**src/design/hthd_pkg.sv**
```systemverilog
`timescale 1ns / 1ps
// ----------------------------------------------------------------------------
// hthd_pkg - shared types and constants of the header/tail packet deframer
// Widths of the byte, index and length fields, register map, reset values and
// the command word passed from the parser to the payload engine.
// ----------------------------------------------------------------------------
package hthd_pkg;

  localparam int BYTE_W = 8;
  localparam int IDX_W  = 6;
  localparam int LEN_W  = 7;

  // command queue between parser and payload engine
  localparam int Q_DEPTH = 2;
  localparam int Q_AW    = 1;

  // register map (index = paddr[3:2])
  localparam int CFG_AW = 4;
  localparam logic [1:0] CFG_HEADER_FIRST   = 2'd0;
  localparam logic [1:0] CFG_HEADER_SECOND  = 2'd1;
  localparam logic [1:0] CFG_TRAILER_FIRST  = 2'd2;
  localparam logic [1:0] CFG_TRAILER_SECOND = 2'd3;

  localparam logic [BYTE_W-1:0] HEADER_FIRST_RST   = 8'd67;
  localparam logic [BYTE_W-1:0] HEADER_SECOND_RST  = 8'd77;
  localparam logic [BYTE_W-1:0] TRAILER_FIRST_RST  = 8'd13;
  localparam logic [BYTE_W-1:0] TRAILER_SECOND_RST = 8'd10;

  typedef struct packed {
    logic [BYTE_W-1:0] header_first;
    logic [BYTE_W-1:0] header_second;
    logic [BYTE_W-1:0] trailer_first;
    logic [BYTE_W-1:0] trailer_second;
  } cfg_t;

  typedef enum logic {
    CMD_STORE   = 1'b0,
    CMD_DELIVER = 1'b1
  } cmd_op_t;

  // STORE: data at payload position count; DELIVER: emit count bytes
  typedef struct packed {
    cmd_op_t           op;
    logic [BYTE_W-1:0] data;
    logic [LEN_W-1:0]  count;
  } cmd_t;

endpackage

```
**src/design/header_tail_packet_deframer.sv**
```systemverilog
`timescale 1ns / 1ps
// ----------------------------------------------------------------------------
// header_tail_packet_deframer - two-byte header / two-byte trailer deframer
// Recovers packets from a received byte stream and emits their payload.
// ----------------------------------------------------------------------------
// Usage:
//   in_*  : one received byte per valid/ready transfer.
//   out_* : one result per transfer: payload byte, index, packet length,
//           empty mark and last mark. A confirmed empty packet gives a single
//           result with empty and last set.
//   APB   : four 8-bit match registers at byte addresses 0, 4, 8 and 12;
//           the user writes them only while the block is idle (unchecked).
// Throughput: the parser takes one byte per cycle while its two-entry command
//   queue has room. Stores drain at one per cycle while the engine is idle; a
//   confirmed packet is emitted one result at a time (buffer memory read, then
//   output register), and while the engine drains it further bytes back up in
//   the queue and then stall in_ready.
// Path: after the second trailer byte is taken, the first result passes the
//   queue, drain state, memory read register and output register in turn.
// Reset: rst_n (synchronous) returns the parser to header hunting, empties
//   the queue and the output register and restores the register defaults.
// A stalled receiver holds the output register; the engine then waits.
// ----------------------------------------------------------------------------
module header_tail_packet_deframer #(
  parameter int MAX_PAYLOAD = 64
) (
  input  logic                           clk,
  input  logic                           rst_n,
  // byte input
  input  logic                           in_valid,
  output logic                           in_ready,
  input  logic [hthd_pkg::BYTE_W-1:0]    in_rx_byte,
  // result output
  output logic                           out_valid,
  input  logic                           out_ready,
  output logic [hthd_pkg::BYTE_W-1:0]    out_payload_byte,
  output logic [hthd_pkg::IDX_W-1:0]     out_byte_index,
  output logic [hthd_pkg::LEN_W-1:0]     out_packet_length,
  output logic                           out_empty_packet,
  output logic                           out_last_of_packet,
  // configuration
  input  logic                           psel,
  input  logic                           penable,
  input  logic                           pwrite,
  input  logic [hthd_pkg::CFG_AW-1:0]    paddr,
  input  logic [31:0]                    pwdata,
  output logic [31:0]                    prdata,
  output logic                           pready
);

  hthd_pkg::cfg_t cfg_r;
  hthd_pkg::cmd_t push_cmd, head;
  logic           push, pop, q_empty, q_full, cfg_wr;

  // register file
  assign pready = 1'b1;
  assign cfg_wr = psel && penable && pwrite && pready;

  always_ff @(posedge clk) begin
    if (!rst_n) begin
      cfg_r.header_first   <= hthd_pkg::HEADER_FIRST_RST;
      cfg_r.header_second  <= hthd_pkg::HEADER_SECOND_RST;
      cfg_r.trailer_first  <= hthd_pkg::TRAILER_FIRST_RST;
      cfg_r.trailer_second <= hthd_pkg::TRAILER_SECOND_RST;
    end else if (cfg_wr) begin
      unique case (paddr[3:2])
        hthd_pkg::CFG_HEADER_FIRST:   cfg_r.header_first   <= pwdata[7:0];
        hthd_pkg::CFG_HEADER_SECOND:  cfg_r.header_second  <= pwdata[7:0];
        hthd_pkg::CFG_TRAILER_FIRST:  cfg_r.trailer_first  <= pwdata[7:0];
        hthd_pkg::CFG_TRAILER_SECOND: cfg_r.trailer_second <= pwdata[7:0];
        default: ;
      endcase
    end
  end

  // read-back
  always_comb begin
    unique case (paddr[3:2])
      hthd_pkg::CFG_HEADER_FIRST:   prdata = {24'd0, cfg_r.header_first};
      hthd_pkg::CFG_HEADER_SECOND:  prdata = {24'd0, cfg_r.header_second};
      hthd_pkg::CFG_TRAILER_FIRST:  prdata = {24'd0, cfg_r.trailer_first};
      hthd_pkg::CFG_TRAILER_SECOND: prdata = {24'd0, cfg_r.trailer_second};
      default:                      prdata = '0;
    endcase
  end

  hthd_front #(.MAX_PAYLOAD(MAX_PAYLOAD)) u_front (
    .clk        (clk),
    .rst_n      (rst_n),
    .cfg_i      (cfg_r),
    .in_valid   (in_valid),
    .in_ready   (in_ready),
    .in_rx_byte (in_rx_byte),
    .q_full_i   (q_full),
    .push_o     (push),
    .push_cmd_o (push_cmd)
  );

  hthd_queue u_queue (
    .clk        (clk),
    .rst_n      (rst_n),
    .push_i     (push),
    .push_cmd_i (push_cmd),
    .pop_i      (pop),
    .head_o     (head),
    .empty_o    (q_empty),
    .full_o     (q_full)
  );

  hthd_back #(.MAX_PAYLOAD(MAX_PAYLOAD)) u_back (
    .clk                (clk),
    .rst_n              (rst_n),
    .head_i             (head),
    .empty_i            (q_empty),
    .pop_o              (pop),
    .out_valid          (out_valid),
    .out_ready          (out_ready),
    .out_payload_byte   (out_payload_byte),
    .out_byte_index     (out_byte_index),
    .out_packet_length  (out_packet_length),
    .out_empty_packet   (out_empty_packet),
    .out_last_of_packet (out_last_of_packet)
  );

`ifndef SYNTH
  // the parser never writes a full queue
  a_no_overflow: assert property (@(posedge clk) disable iff (!rst_n)
    push |-> !q_full) else $error("command queue overflow");

  // the engine never pops an empty queue
  a_no_underflow: assert property (@(posedge clk) disable iff (!rst_n)
    pop |-> !q_empty) else $error("command queue underflow");

  // an empty packet result is a lone, zero-length last result
  a_empty_shape: assert property (@(posedge clk) disable iff (!rst_n)
    out_valid && out_empty_packet |-> out_last_of_packet && out_packet_length == '0)
    else $error("malformed empty packet result");

  // a payload result lies inside its packet
  a_index_range: assert property (@(posedge clk) disable iff (!rst_n)
    out_valid && !out_empty_packet |->
      ({1'b0, out_byte_index} < out_packet_length))
    else $error("byte index beyond packet length");
`endif

endmodule

```
**src/design/hthd_front.sv**
```systemverilog
`timescale 1ns / 1ps
// ----------------------------------------------------------------------------
// hthd_front - byte parser of the deframer
// Hunts for the header, counts payload bytes, checks the trailer and issues
// store and deliver commands into the command queue.
// ----------------------------------------------------------------------------
module hthd_front #(
  parameter int MAX_PAYLOAD = 64
) (
  input  logic                       clk,
  input  logic                       rst_n,
  input  hthd_pkg::cfg_t             cfg_i,
  input  logic                       in_valid,
  output logic                       in_ready,
  input  logic [hthd_pkg::BYTE_W-1:0] in_rx_byte,
  input  logic                       q_full_i,
  output logic                       push_o,
  output hthd_pkg::cmd_t             push_cmd_o
);

  typedef enum logic [3:0] {
    PH_HUNT_FIRST  = 4'b0001,
    PH_HUNT_SECOND = 4'b0010,
    PH_PAYLOAD     = 4'b0100,
    PH_TRAILER     = 4'b1000
  } phase_t;

  localparam logic [hthd_pkg::LEN_W-1:0] MAX_LEN = hthd_pkg::LEN_W'(MAX_PAYLOAD);

  phase_t                      phase_r, phase_nxt;
  logic [hthd_pkg::LEN_W-1:0]  cnt_r, cnt_nxt;
  logic                        accept;

  // one byte transfer per cycle while the queue has room
  assign in_ready = !q_full_i;
  assign accept   = in_valid && in_ready;

  // parser next state and command issue
  always_comb begin
    phase_nxt  = phase_r;
    cnt_nxt    = cnt_r;
    push_o     = 1'b0;
    push_cmd_o = '{op: hthd_pkg::CMD_STORE, data: in_rx_byte, count: cnt_r};
    if (accept) begin
      unique case (phase_r)
        PH_HUNT_FIRST: begin
          if (in_rx_byte == cfg_i.header_first) phase_nxt = PH_HUNT_SECOND;
        end
        PH_HUNT_SECOND: begin
          // second header byte wins over a repeated first one
          if (in_rx_byte == cfg_i.header_second) begin
            phase_nxt = PH_PAYLOAD;
            cnt_nxt   = '0;
          end else if (in_rx_byte != cfg_i.header_first) begin
            phase_nxt = PH_HUNT_FIRST;
          end
        end
        PH_PAYLOAD: begin
          if (in_rx_byte == cfg_i.trailer_first) begin
            phase_nxt = PH_TRAILER;
          end else if (cnt_r < MAX_LEN) begin
            push_o  = 1'b1;
            cnt_nxt = cnt_r + hthd_pkg::LEN_W'(1);
          end else begin
            // overflow: drop packet, byte discarded
            phase_nxt = PH_HUNT_FIRST;
          end
        end
        PH_TRAILER: begin
          if (in_rx_byte == cfg_i.trailer_second) begin
            push_o          = 1'b1;
            push_cmd_o.op   = hthd_pkg::CMD_DELIVER;
          end
          phase_nxt = PH_HUNT_FIRST;
        end
        default: phase_nxt = PH_HUNT_FIRST;
      endcase
    end
  end

  always_ff @(posedge clk) begin
    if (!rst_n) begin
      phase_r <= PH_HUNT_FIRST;
      cnt_r   <= '0;
    end else begin
      phase_r <= phase_nxt;
      cnt_r   <= cnt_nxt;
    end
  end

endmodule

```
**src/design/hthd_queue.sv**
```systemverilog
`timescale 1ns / 1ps
// ----------------------------------------------------------------------------
// hthd_queue - short command queue
// Two-entry FIFO decoupling the parser from the payload engine.
// ----------------------------------------------------------------------------
module hthd_queue (
  input  logic           clk,
  input  logic           rst_n,
  input  logic           push_i,
  input  hthd_pkg::cmd_t push_cmd_i,
  input  logic           pop_i,
  output hthd_pkg::cmd_t head_o,
  output logic           empty_o,
  output logic           full_o
);

  hthd_pkg::cmd_t              entry_r [hthd_pkg::Q_DEPTH];
  logic [hthd_pkg::Q_AW-1:0]   wr_ptr_r, rd_ptr_r;
  logic [hthd_pkg::Q_AW:0]     fill_r;

  assign head_o  = entry_r[rd_ptr_r];
  assign empty_o = (fill_r == '0);
  assign full_o  = (fill_r == (hthd_pkg::Q_AW + 1)'(hthd_pkg::Q_DEPTH));

  // storage
  always_ff @(posedge clk) begin
    if (push_i) entry_r[wr_ptr_r] <= push_cmd_i;
  end

  // pointers and fill level
  always_ff @(posedge clk) begin
    if (!rst_n) begin
      wr_ptr_r <= '0;
      rd_ptr_r <= '0;
      fill_r   <= '0;
    end else begin
      if (push_i) wr_ptr_r <= wr_ptr_r + hthd_pkg::Q_AW'(1);
      if (pop_i)  rd_ptr_r <= rd_ptr_r + hthd_pkg::Q_AW'(1);
      if (push_i && !pop_i)      fill_r <= fill_r + (hthd_pkg::Q_AW + 1)'(1);
      else if (pop_i && !push_i) fill_r <= fill_r - (hthd_pkg::Q_AW + 1)'(1);
    end
  end

endmodule

```
**src/design/hthd_back.sv**
```systemverilog
`timescale 1ns / 1ps
// ----------------------------------------------------------------------------
// hthd_back - payload engine
// Executes queued commands: writes payload bytes into the buffer memory and
// drains a confirmed packet, one registered read per result.
// ----------------------------------------------------------------------------
module hthd_back #(
  parameter int MAX_PAYLOAD = 64
) (
  input  logic                        clk,
  input  logic                        rst_n,
  input  hthd_pkg::cmd_t              head_i,
  input  logic                        empty_i,
  output logic                        pop_o,
  output logic                        out_valid,
  input  logic                        out_ready,
  output logic [hthd_pkg::BYTE_W-1:0] out_payload_byte,
  output logic [hthd_pkg::IDX_W-1:0]  out_byte_index,
  output logic [hthd_pkg::LEN_W-1:0]  out_packet_length,
  output logic                        out_empty_packet,
  output logic                        out_last_of_packet
);

  localparam int ADDR_W = (MAX_PAYLOAD > 1) ? $clog2(MAX_PAYLOAD) : 1;

  typedef enum logic [1:0] {
    BK_IDLE  = 2'b01,
    BK_DRAIN = 2'b10
  } bk_state_t;

  bk_state_t                   state_r, state_nxt;
  logic                        pend_r, pend_nxt;
  logic [hthd_pkg::LEN_W-1:0]  len_r, len_nxt;
  logic [hthd_pkg::LEN_W-1:0]  k_r, k_nxt, k_inc;
  logic                        out_free;

  logic [hthd_pkg::BYTE_W-1:0] mem [MAX_PAYLOAD];
  logic [hthd_pkg::BYTE_W-1:0] rd_data_r;
  logic                        wr_en, rd_en;

  logic                        valid_r, valid_nxt;
  logic                        load_byte, load_empty;
  logic [hthd_pkg::BYTE_W-1:0] byte_r;
  logic [hthd_pkg::IDX_W-1:0]  idx_r;
  logic [hthd_pkg::LEN_W-1:0]  olen_r;
  logic                        empty_r, last_r;

  assign out_free = !valid_r || out_ready;
  assign k_inc    = k_r + hthd_pkg::LEN_W'(1);

  // command execution and drain sequencing
  always_comb begin
    state_nxt  = state_r;
    pend_nxt   = pend_r;
    len_nxt    = len_r;
    k_nxt      = k_r;
    pop_o      = 1'b0;
    wr_en      = 1'b0;
    rd_en      = 1'b0;
    load_byte  = 1'b0;
    load_empty = 1'b0;
    unique case (state_r)
      BK_IDLE: begin
        if (!empty_i) begin
          if (head_i.op == hthd_pkg::CMD_STORE) begin
            pop_o = 1'b1;
            wr_en = 1'b1;
          end else if (out_free) begin
            pop_o = 1'b1;
            if (head_i.count == '0) begin
              load_empty = 1'b1;
            end else begin
              state_nxt = BK_DRAIN;
              len_nxt   = head_i.count;
              k_nxt     = '0;
              pend_nxt  = 1'b0;
            end
          end
        end
      end
      BK_DRAIN: begin
        if (pend_r) begin
          // read data back: output register is free by construction
          load_byte = 1'b1;
          pend_nxt  = 1'b0;
          k_nxt     = k_inc;
          if (k_inc == len_r) state_nxt = BK_IDLE;
        end else if (out_free) begin
          rd_en    = 1'b1;
          pend_nxt = 1'b1;
        end
      end
      default: state_nxt = BK_IDLE;
    endcase
  end

  // payload buffer memory
  always_ff @(posedge clk) begin
    if (wr_en) mem[head_i.count[ADDR_W-1:0]] <= head_i.data;
    if (rd_en) rd_data_r <= mem[k_r[ADDR_W-1:0]];
  end

  // output register
  always_comb begin
    valid_nxt = valid_r;
    if (load_byte || load_empty) valid_nxt = 1'b1;
    else if (out_ready)          valid_nxt = 1'b0;
  end

  always_ff @(posedge clk) begin
    if (load_empty) begin
      byte_r  <= '0;
      idx_r   <= '0;
      olen_r  <= '0;
      empty_r <= 1'b1;
      last_r  <= 1'b1;
    end else if (load_byte) begin
      byte_r  <= rd_data_r;
      idx_r   <= k_r[hthd_pkg::IDX_W-1:0];
      olen_r  <= len_r;
      empty_r <= 1'b0;
      last_r  <= (k_inc == len_r);
    end
  end

  always_ff @(posedge clk) begin
    len_r <= len_nxt;
    k_r   <= k_nxt;
  end

  always_ff @(posedge clk) begin
    if (!rst_n) begin
      state_r <= BK_IDLE;
      pend_r  <= 1'b0;
      valid_r <= 1'b0;
    end else begin
      state_r <= state_nxt;
      pend_r  <= pend_nxt;
      valid_r <= valid_nxt;
    end
  end

  assign out_valid          = valid_r;
  assign out_payload_byte   = byte_r;
  assign out_byte_index     = idx_r;
  assign out_packet_length  = olen_r;
  assign out_empty_packet   = empty_r;
  assign out_last_of_packet = last_r;

endmodule
```
**config.mk**
```make
export PLATFORM = sky130hd
export DESIGN_NAME = header_tail_packet_deframer
export DESIGN_NICKNAME = d
export VERILOG_FILES = /design/src/design/hthd_pkg.sv /design/src/design/header_tail_packet_deframer.sv /design/src/design/hthd_front.sv /design/src/design/hthd_queue.sv /design/src/design/hthd_back.sv
export SDC_FILE = /design/constraint.sdc
export NUM_CORES = 1
export LEC_CHECK = 0
export BUFFER_PORTS_ARGS = -buffer_cell sky130_fd_sc_hd__buf_2
export CAP_MARGIN = 20
export CELL_PAD_IN_SITES_DETAIL_PLACEMENT = 2
export CELL_PAD_IN_SITES_GLOBAL_PLACEMENT = 2
export CORE_MARGIN = 2
export CORE_UTILIZATION = 52
export CTS_BUF_LIST = sky130_fd_sc_hd__clkbuf_4 sky130_fd_sc_hd__clkbuf_8
export DETAILED_ROUTE_END_ITERATION = 12
export GPL_TIMING_DRIVEN = 0
export HOLD_SLACK_MARGIN = 0.05
export PLACE_DENSITY_LB_ADDON = 0.12
export SLEW_MARGIN = 10
export SYNTH_ARGS = -nofsm -noshare
export SYNTH_HDL_FRONTEND = slang
export SYNTH_SLANG_ARGS = --single-unit
```
**constraint.sdc**
```tcl
create_clock -name clk -period 3.7 [get_ports clk]
set_input_delay 0.37 -clock clk [delete_from_list [all_inputs] [get_ports clk]]
set_output_delay 0.37 -clock clk [all_outputs]
set_load 0.03 [all_outputs]
```
## Word-level counts from Yosys, hierarchy flattened

Memory sizes are Yosys's and may differ from the RTL's. A register that Yosys moved wholly into a read port is not among the register bits.
Cells that the tools add are included.

- Add/sub/neg operators: 6
- $lt $le $gt $ge: 1
- Equal/unequal tests: 28
- Multiplexer cells: 62
- Bitwise operators: 2
- Reduce and logical (&&, ||, !) cells: 28

Operator list:

| operator | number |
|---|---|
| $pmux 32 s4 | 1 |
| $mux 7 | 8 |
| $mux 1 | 34 |
| $eq 8x8->1 | 4 |
| $pmux 7 s2 | 2 |
| $mux 4 | 5 |
| $mux 2 | 8 |
| $reduce_and 5->1 | 3 |
| $add 7x1->7 const B | 2 |
| $ne 2x1->1 const B | 7 |
| $pmux 4 s3 | 1 |
| $reduce_and 6->1 | 2 |
| $eq 2x2->1 const B | 4 |
| $ne 8x8->1 | 1 |
| $reduce_and 2->1 | 4 |
| $reduce_bool 2->1 | 4 |
| $eq 7x7->1 | 1 |
| $logic_not 7->1 | 1 |
| $lt 7x7->1 const B | 1 |
| $ne 2x2->1 const B | 3 |
| $logic_and 1x1->1 | 5 |
| $eq 2x1->1 const B | 2 |
| $eq 4x1->1 const B | 1 |
| $eq 4x2->1 const B | 1 |
| other kinds (14) | 22 |

- Register bits after elaboration: 88
- Bits in writable memories: 544
- Bits of input ports: 51
- Output and inout port bits: 58
- Logic and storage cells: 148
- Memories kept: 2

Memories:

| name | words | width | rd ports | clocked after Yosys merged registers in | write ports | RTL line | source |
|---|---|---|---|---|---|---|---|
| u_back.mem | 64 | 8 | 1 | 1 | 1 | hthd_back.sv:37 | `logic [hthd_pkg::BYTE_W-1:0] mem [MAX_PAYLOAD];` |
| u_queue.entry_r | 2 | 16 | 1 | 1 | 1 | hthd_queue.sv:17 | `hthd_pkg::cmd_t entry_r [hthd_pkg::Q_DEPTH];` |

## Logic depth before layout (Yosys ltp)

Gate-level depths: netlist (run 1).

- Depth after elaboration: 9
- Gate-level depth with buffers: 9
- Depth with buffers taken out: 8

## By module

A second synthesis (run 1) with hierarchy kept.

- Cell total of the unflattened synthesis: 1474
- Area total of the unflattened synthesis: 26062.5 um2

Modules (own cells, without submodules):

| module | times used | cells each | area an instance (um2) | sequential area each (um2) |
|---|---|---|---|---|
| hthd_back | 1 | 1105 | 21974.8 | 16575.9 |
| header_tail_packet_deframer | 1 | 170 | 1677.9 | 640.6 |
| hthd_queue | 1 | 72 | 1372.6 | 1061.0 |
| hthd_front | 1 | 127 | 1037.2 | 220.2 |

## Worst setup path after synthesis (run 1)

No wires, ideal clock.

- Kind: register to register
- Start: reg u_queue.fill_r[0] in the netlist's numbering
- End: mem u_queue.entry_r[0][0] in the netlist's numbering (enable)
- Setup time: 0.390 ns
- Data arrival time: 2.313 ns
- Data required time: 3.310 ns
- Slack: 0.997 ns
- Stages on the path, launching flop included: 6
- Buffers on the path: 0
- Clock period less this slack: 2.703 ns
- Cell sequence: dfxtp_1 > nand2b_1 > nand2_1 > nor4_1 > a21boi_1 > nor2b_1

- Longest elaborated chain between the ends: 6

RTL lines:

| item | RTL line | source |
|---|---|---|
| from (decl) | hthd_queue.sv:19 | `logic [hthd_pkg::Q_AW:0] fill_r;` |
| from (signal assigned) | hthd_queue.sv:39 | `if (push_i && !pop_i) fill_r <= fill_r + (hthd_pkg::Q_AW + 1)'(1);` |
| from (signal assigned) | hthd_queue.sv:40 | `else if (pop_i && !push_i) fill_r <= fill_r - (hthd_pkg::Q_AW + 1)'(1);` |
| $eq 2x2->1 | hthd_queue.sv:23 | `assign full_o = (fill_r == (hthd_pkg::Q_AW + 1)'(hthd_pkg::Q_DEPTH));` |
| $logic_not 1->1 | hthd_front.sv:35 | `assign in_ready = !q_full_i;` |
| named net in_ready | header_tail_packet_deframer.sv:31 | `output logic in_ready,` |
| $logic_and 1x1->1 | hthd_front.sv:36 | `assign accept = in_valid && in_ready;` |
| $mux 1 | hthd_front.sv:44 | `if (accept) begin` |
| named net push | header_tail_packet_deframer.sv:53 | `logic push, pop, q_empty, q_full, cfg_wr;` |
| $mux 1 | hthd_queue.sv:27 | `if (push_i) entry_r[wr_ptr_r] <= push_cmd_i;` |
| $mux 1 (implied by the code) | hthd_queue.sv:27 |  |
| to (decl) | hthd_queue.sv:17 |  |

The timed path passes the listed nets, and every way through them passes these cells.

==> results of run 1 <==
[kinds of logic after synthesis]
kind of cell / count (synthesis) / share of synthesized area
other: 2 / 0.0002944
XOR/XNOR: 50 / 0.01717
flip-flops: 641 / 0.7252
AND/OR/NAND/NOR: 300 / 0.05298
adder cells (fa/ha/maj): 3 / 0.001472
AO/OA/AOI/OAI: 99 / 0.02560
buffers and inverters: 104 / 0.02124
multiplexers: 206 / 0.1561
[synth_stat cells (all sizes together), types with 2 or more instances]
library cell / instances / area [um^2]
inv: 13 / 48.80
dfxtp: 75 / 1501
buf: 61 / 380.4
and3: 2 / 12.51
a22oi: 8 / 60.06
ha: 3 / 37.54
nand2b: 6 / 37.54
or4b: 2 / 23.77
nand3b: 2 / 15.01
conb: 2 / 7.510
clkbuf: 29 / 108.9
mux2i: 40 / 400.4
nor3: 18 / 95.09
nand3: 29 / 145.1
a31oi: 5 / 31.28
nor4: 7 / 43.79
xnor2: 25 / 219.0
a21o: 3 / 22.52
o21ai: 17 / 88.83
and2: 5 / 31.28
xor2: 25 / 219.0
nor2b: 10 / 62.56
o22ai: 12 / 75.07
nor2: 112 / 422.9
mux2: 14 / 157.6
nor4b: 2 / 17.52
o211ai: 3 / 22.52
nand2: 86 / 322.8
nor3b: 2 / 15.01
o221ai: 4 / 35.03
mux4: 152 / 3423
a21oi: 31 / 155.2
edfxtp: 566 / 17000
nand4: 14 / 87.58
a211oi: 9 / 80.08
or2: 2 / 12.52
[worst max-delay path, cell delays in order, from the launching register on]
cell and delay [ps]:
dfxtp_1 330, buf_2 290, buf_2 410, mux2i_1 610
nand4_1 830, nor2_1 940
[routing by layer]
layer	up-vias	track usage	routed length, um
met5	-	0	0
met4	0	0.1839	4988
met3	264	0.07275	5686
met2	801	0.5997	44860
met1	8051	0.4455	32920
li1	5965	-	-
[power by group through the flow]
stage | Clock [uW] | Sequential [uW] | Combinational (uW)
detailed placement | 0 | 8670 | 2790
CTS | 6280 | 8530 | 2940
finish | 6270 | 8540 | 3000
global route | 6570 | 8550 | 3110
global placement | 0 | 8650 | 2540
floorplan | 0 | 8850 | 1440
[sequential cells by signal (all words and copies together) (netlist names), 2 cells and up, named ones only]
signal / flops
cfg_r: 32
u_front.phase_r: 4
u_back.out_packet_length: 7
u_back.rd_data_r: 8
u_back.out_byte_index: 6
u_back.state_r: 2
u_back.k_r: 7
u_queue.fill_r: 2
u_back.out_payload_byte: 8
u_queue.entry_r: 32
u_back.len_r: 7
u_back.mem: 512
u_front.cnt_r: 7
[stage by stage]
step | hold slack (ps) | total power, uW
after floorplan | 448.1 | 10280
after global placement | 445.3 | 11180
after detailed placement | 457.7 | 11460
after CTS | 91.91 | 17750
after global routing | 136.2 | 18220
final | 145.4 | 17810
[area by class of cell]
type,count,area share
diodes,2,0.0001718
plain buffers,90,0.01688
clock buffers,149,0.06202
clock inverters,35,0.006615
inverters,14,0.001804
multi-input cells,683,0.2294
flip-flops and latches,641,0.6350
well taps,622,0.02672
repair buffers,87,0.02139
[worst max-delay path by stage]
| stage | endpoint | slack (ps) |
|---|---|---|
| floorplan | u_queue.entry_r[0][0]$_DFFE_PP_ | 1000 |
| global placement | u_back.mem[57][1]$_DFFE_PP_ | 130 |
| detailed placement | u_back.mem[59][1]$_DFFE_PP_ | -130 |
| CTS | u_back.mem[0][3]$_DFFE_PP_ | 50 |
| global route | u_back.mem[29][2]$_DFFE_PP_ | -210 |
| finish | u_back.mem[13][5]$_DFFE_PP_ | -120 |
[timing repair]
action                                  in CTS  in global routing
setup buffers                                6                  0
pin swaps                                    2                  0
endpoints found under the hold margin       49                  0
hold buffers                                17                  0
endpoints found under the setup margin     318                 86
resized for setup                           35                  9
==> impl.org, run 1 <==
** Run status
- The run finished, with violations left.
- Violated checks :: setup timing

** Layout
- Sequential standard cell area :: 18500 um^2
- Fill cell instance count of the final layout :: 4016
- Final std cell area, no fill :: 29130 um^2
- Most used cells in the layout excluding fill and tap cells :: 566 x edfxtp_1, 152 x mux4_2, 110 x clkbuf_8
- In the final layout, the share of cells above drive strength 1 is 0.2990.
- Measured on the finished design, the core utilization comes to 0.5988.
- The area growth from synthesis to layout is 14.20%.
- The net count of the finished layout is 1672.
- The finished layout holds 2323 standard cells, fillers aside.
- Footprint of the multi-input gates :: 6683 um^2
- Most frequent standard cell in the layout excluding fill and tap cells :: edfxtp_1

** Synth
- The cell area that synthesis handed to floorplanning was between 20000 and 30000 um^2.
- Number of standard cells after synthesis :: around 1400
- Number of library cell types mapped by synthesis :: 57
- Sequential area share after synthesis :: 0.7252
- Count of flip-flops with a built-in enable after synthesis :: around 570
- Of all flip-flops after synthesis, the portion carrying an async set or reset was 0.
- Yosys printed 0 warnings.
- A synthesized cell averages 18.16 um^2.
- Top flip-flop cell by instance count after synthesis :: edfxtp_1
- Number of flip-flops and latches in the synthesized netlist :: 641

** Route
- Post-route DRC violation count :: 0
- Final routed wirelength across all metal layers :: 88450 um
- Number of vias per cell :: 6.492
- The first routing iteration left ~1500 violations.
- Length of the first detailed-routing pass in iterations :: 6
- Across all layers, the routed design uses roughly 15000 vias.
- Detail Route Antenna Nets :: 0
- After detailed routing, the average wire length per cell comes to 38.08 um.

** Critical path
- Depth of the most critical reg-to-reg path :: 5
- Register-to-register setup slack :: -120 ps
- Class of the most critical setup path :: reg2reg
- Data required time of the critical path :: between 4000 and 5000 ps
- For the worst setup path, the data arrival time is between 4000 and 5000 ps.
- RR Endpoint :: u_back.mem[13][5]$_DFFE_PP_
- CP Launch Type :: flip-flop
- The worst setup path is captured at a flip-flop.
- Maximum net fanout on the critical path :: 10

** Timing
- Of the available clock period, the critical path in the final layout requires 1.033.
- Maximum clock frequency :: 261.7 MHz
- The number of hold violations in the final report was 0.
- Minimum clock period :: 3821 ps
- Setup violations, final :: 24
- Final critical-path setup slack :: -121.4 ps
- Setup skew after layout :: ~40 ps
- Actual transition at the worst max-transition pin :: 1179 ps
- Setup repair after global routing could not meet its margin everywhere.
- Max-slew violation count :: 0
- Summed over all failing endpoints, the final setup total negative slack is -2135 ps.
- Measured against its own limit, the worst slew margin works out to 0.2108.

** Die
- Die height :: 225.5 um
- For this configuration, the core starts out at a cell density of 0.5244.
- Number of placed I/O pins :: approximately 110
- The floorplan has 81 rows.
- From left edge to right edge, the die measures approximately 230 um.
- The die covers 50840 um^2.
- The region available for standard cell placement spans 48650 um^2.

** Global route
- Wire length of the first global-routing pass :: about 130000 um
- The initial antenna violation count is 0.
- Global routing finished with a remaining overflow of 0.
- The number of global-route vias before repair was 16470.
- Pin count of the biggest net entering global routing :: 65
- In the global route stage, overall resource usage came out at 0.3583.

** Placement
- After detailed placement, the design holds a cell count of 2113.
- Count of buffers inserted at the top-level ports :: 57
- The congestion estimate from routability-driven global placement came to approximately 0.80.
- Detailed placement finished with a half-perimeter wire length of 52440 um.
- Placement Cell Area :: 26780 um^2
- Worst slack, placed :: -129.8 ps

** Power
- For this design the ratio of total power to cell area is 611.3 nW/um^2.
- Max IR drop VDD :: around 0.38 mV
- Combinational share of power :: 0.169
- The internal portion of the total power is ~12000 uW.
- Share of total power in the clock network :: 0.352
- The analysis attributes to net switching a power of around 5400 uW.
- Static leakage :: around 0.0095 uW
- Net switching share of the total power :: 0.3006
- Sequential fraction of design power :: 0.479

** Hold path
- Counting instances, the worst hold path has a depth of 3.
- For hold timing, the worst endpoint is u_front.phase_r[3]$_SDFFE_PN0P_.
- Startpoint of the tightest hold check path :: in_valid
- Type of the worst min-delay path :: in2reg

** CTS
- In this run the number of H-tree levels came out at 3.
- TritonCTS created 101 clock buffers.
- Library cell used as clock root buffer :: clkbuf_8
- Counting every sink on the clock net gives 641.
- Clock-pin slew was measured on the worst setup and hold paths at around 70 ps.
- At the later pin of the worst-skew pair, clock insertion delay measures 730 ps.
- TritonCTS built the clock tree.
- Maximum buffer depth of the clock tree :: 3

** Flow run
- Number of maximum-capacitance violations :: 0
Note: power is estimated with default switching activity, not from simulation.
==> inputs of run 2 (changes only) <==
Settings changed: PLACE_DENSITY_LB_ADDON 0.12 to 0.1.
==> run 2 against run 1 <==
Die area unchanged. Sequential share of layout area increased by 0.30 points. Critical endpoint is now u_back.mem[25][6]$_DFFE_PP_. Global-route usage decreased by 1.7 points. Cell count decreased by 0.47%. The flow still finishes with violations (setup timing). Register-to-register slack improved by 20 ps. Highest routed layer unchanged. Cell area decreased by 0.47%. Core utilization decreased by 0.28 points. Worst hold slack got worse by 15 ps. Sequential power about the same.
==> impl.org, run 2 (synthesized netlist as in run 1, its figures left out) <==
** Run status
- Status :: finished, violations left
- Violated checks :: setup timing

** Timing
- The tightest hold path in the finished design has a slack of ~130 ps.
- Between clock sinks in the finished design, the worst skew comes to between 30 and 40 ps.
- Setup repair after global routing could not meet its margin everywhere.
- Final critical-path setup slack :: -99.51 ps
- Final sum of negative setup slack :: -2465 ps
- Period Utilization, post-route :: 1.027
- For the pin with the worst max-slew slack, the measured transition is 1118 ps.
- Setup violations remaining at the end of the flow were counted as 48.
- Final number of hold-violating endpoints :: 0
- Minimum clock period :: around 3800 ps
- In this run the tightest slew margin relative to its limit is 0.2505.
- Maximum clock frequency :: 263.2 MHz
- The count of final max-slew check failures is 0.

** CTS
- Library cell used as clock root buffer :: clkbuf_8
- Clock tree sinks :: 641
- The H-tree generated during clock tree synthesis spans 3 levels.
- Clock tree from TritonCTS :: yes
- No sink is reached through more buffers than the 3 on the longest clock path.
- Buffers inserted during clock tree synthesis total 100.
- Clock insertion delay at the later pin of the skew report :: 730 ps
- CTS clock-pin slew for the worst setup and hold paths :: 70 ps
- Setup Fix Bufs, Post-CTS :: 0

** Die
- The die is 225.5 um tall.
- During I/O placement, the number of pins put on the boundary was 109.
- The die covers between 50000 and 60000 um^2.
- After floorplanning, the core was sized to cover between 40000 and 50000 um^2.
- Total number of placement rows :: 81
- Starting density of the core :: 0.5244
- Width of the chip :: 225.5 um

** Global route
- The number of global-route vias before repair is 16150.
- Overall routing resource usage :: 0.3417
- Wire length of the first global-routing pass :: 120400 um
- Pin count of the biggest net entering global routing :: 65
- The initial antenna violation count is 0.
- Final global-route overflow total :: 0

** Route
- For this run, design rule violations remaining after detail routing come to 0.
- In this run, the number of DRC markers left after iteration 0 of detailed routing was about 1600.
- Wire per inst :: around 37 um
- Final routed wirelength across all metal layers :: 84630 um
- Detail Route Antenna Nets :: 0
- Before antenna repair, the detailed router went through 5 iterations.
- The routed layout has 14830 vias.
- After detailed routing, the number of vias per cell comes to 6.416.

** Critical path
- Largest stage delay on the critical path :: 1030 ps
- Maximum net fanout on the critical path :: 10
- Worst path most repeated cell :: buf_2
- Buffers & Inverters on Critical Path :: 2
- Data arrives at the worst endpoint at 4140 ps.
- Crit-path cells :: buf_2 > buf_2 > mux2i_1 > nand4_1 > nor2_1
- Class of the most critical setup path :: reg2reg
- Category of cells accounting for the largest share of critical-path delay :: simple AND/OR/NAND/NOR gates
- Type of destination of the critical path :: flip-flop
- For the worst setup path, the data required time is 4040 ps.
- CP Launch Type :: flip-flop
- Register-to-register setup slack :: -100 ps
- On the critical path, the stage with the largest delay is an instance of nor2_1.

** Layout
- Of the cells placed in the final design, the portion with a size suffix greater than 1 is 0.2822.
- The register with the most flip-flops in the layout has 512 of them.
- For this run, the post-layout net count is between 1500 and 2000.
- Most used cells in the layout excluding fill and tap cells :: 566 x edfxtp_1, 152 x mux4_2, 106 x clkbuf_8
- Antenna diodes :: 0
- The area growth from synthesis to layout is 13.66%.
- After the flow finishes, the layout carries non-filler instances totaling 2312.
- Most frequent standard cell in the layout excluding fill and tap cells :: edfxtp_1

** Placement
- At the end of routability-driven placement, the weighted congestion stood at 0.8023.
- The HPWL after detailed placement is 52350 um.
- Worst slack, placed :: -14.88 ps
- Port buffering added 57 buffers.
- Placed cells :: 2114

** Hold path
- The min-delay analysis places its worst path in the category in2reg.

** Power
- Summed over all cells, the static leakage comes to 0.009482 uW.
- Across the VDD grid, the largest voltage drop is 0.5009 mV.
- Dividing total power by cell area gives a power density of 604.4 nW/um^2.

** Flow run
- Max-cap violations in this run came to 0.
==> run 2: path summary, 6_finish.rpt <==
path	from	end	cells past startpoint
setup / recovery	flip-flop	u_back.mem[25][6]$_DFFE_PP_	5
hold / removal	in_valid	u_front.phase_r[0]$_SDFFE_PN1P_	3
hold reg to reg	u_back.out_payload_byte[5]$_SDFFE_PP0P_	u_back.out_payload_byte[5]$_SDFFE_PP0P_	2
setup reg to reg	flip-flop	u_back.mem[25][6]$_DFFE_PP_	5
==> run 2: area by class of cell <==
type	count	area, um^2
Buffer	90	493.0
Clock buffer	148	1774
Clock inverter	31	168.9
Fill cell	4041	19650
Inverter	14	52.55
Multi-Input combinational cell	683	6628
Sequential cell	641	18500
Tap cell	622	778.2
Timing Repair Buffer	83	600.6
==> run 2: report_power, final <==
group,internal (uW),total [uW],switching (uW)
registers,8360,8520,159
logic,895,2930,2030
clock network,3130,6080,2950
total,12400,17500,5140
==> run 2: routing by layer <==
metal | part of all wire | routed length (um) | global-route usage
met2 | 0.51 | 43420 | 0.5806
met4 | 0.047 | 3964 | 0.1585
met1 | 0.38 | 32430 | 0.4323
met5 | 0 | 0 | 0
met3 | 0.057 | 4808 | 0.05776
==> run 2: worst min-delay path: cells and delay by family <==
| kind | cells | cell delay (ps) |
|---|---|---|
| buffers and inverters | 1 | 100 |
| muxes | 1 | 100 |
| and+or+nand+nor | 1 | 200 |
==> run 2: what timing repair did <==
item / CTS / global route
hold endpoints to repair: 49 / 0
hold buffers: 17 / 0
gates resized for setup: 1 / 24
endpoints found under the setup margin: 8 / 160
==> run 2: through the flow <==
step,power [uW],area (um^2),utilization
floorplan,10280,25590,-
global placement,11180,26660,0.5480
detailed placement,11450,26790,0.5506
CTS,17510,28900,0.5941
global route,17940,28990,0.5960
finish,17520,28990,0.5960
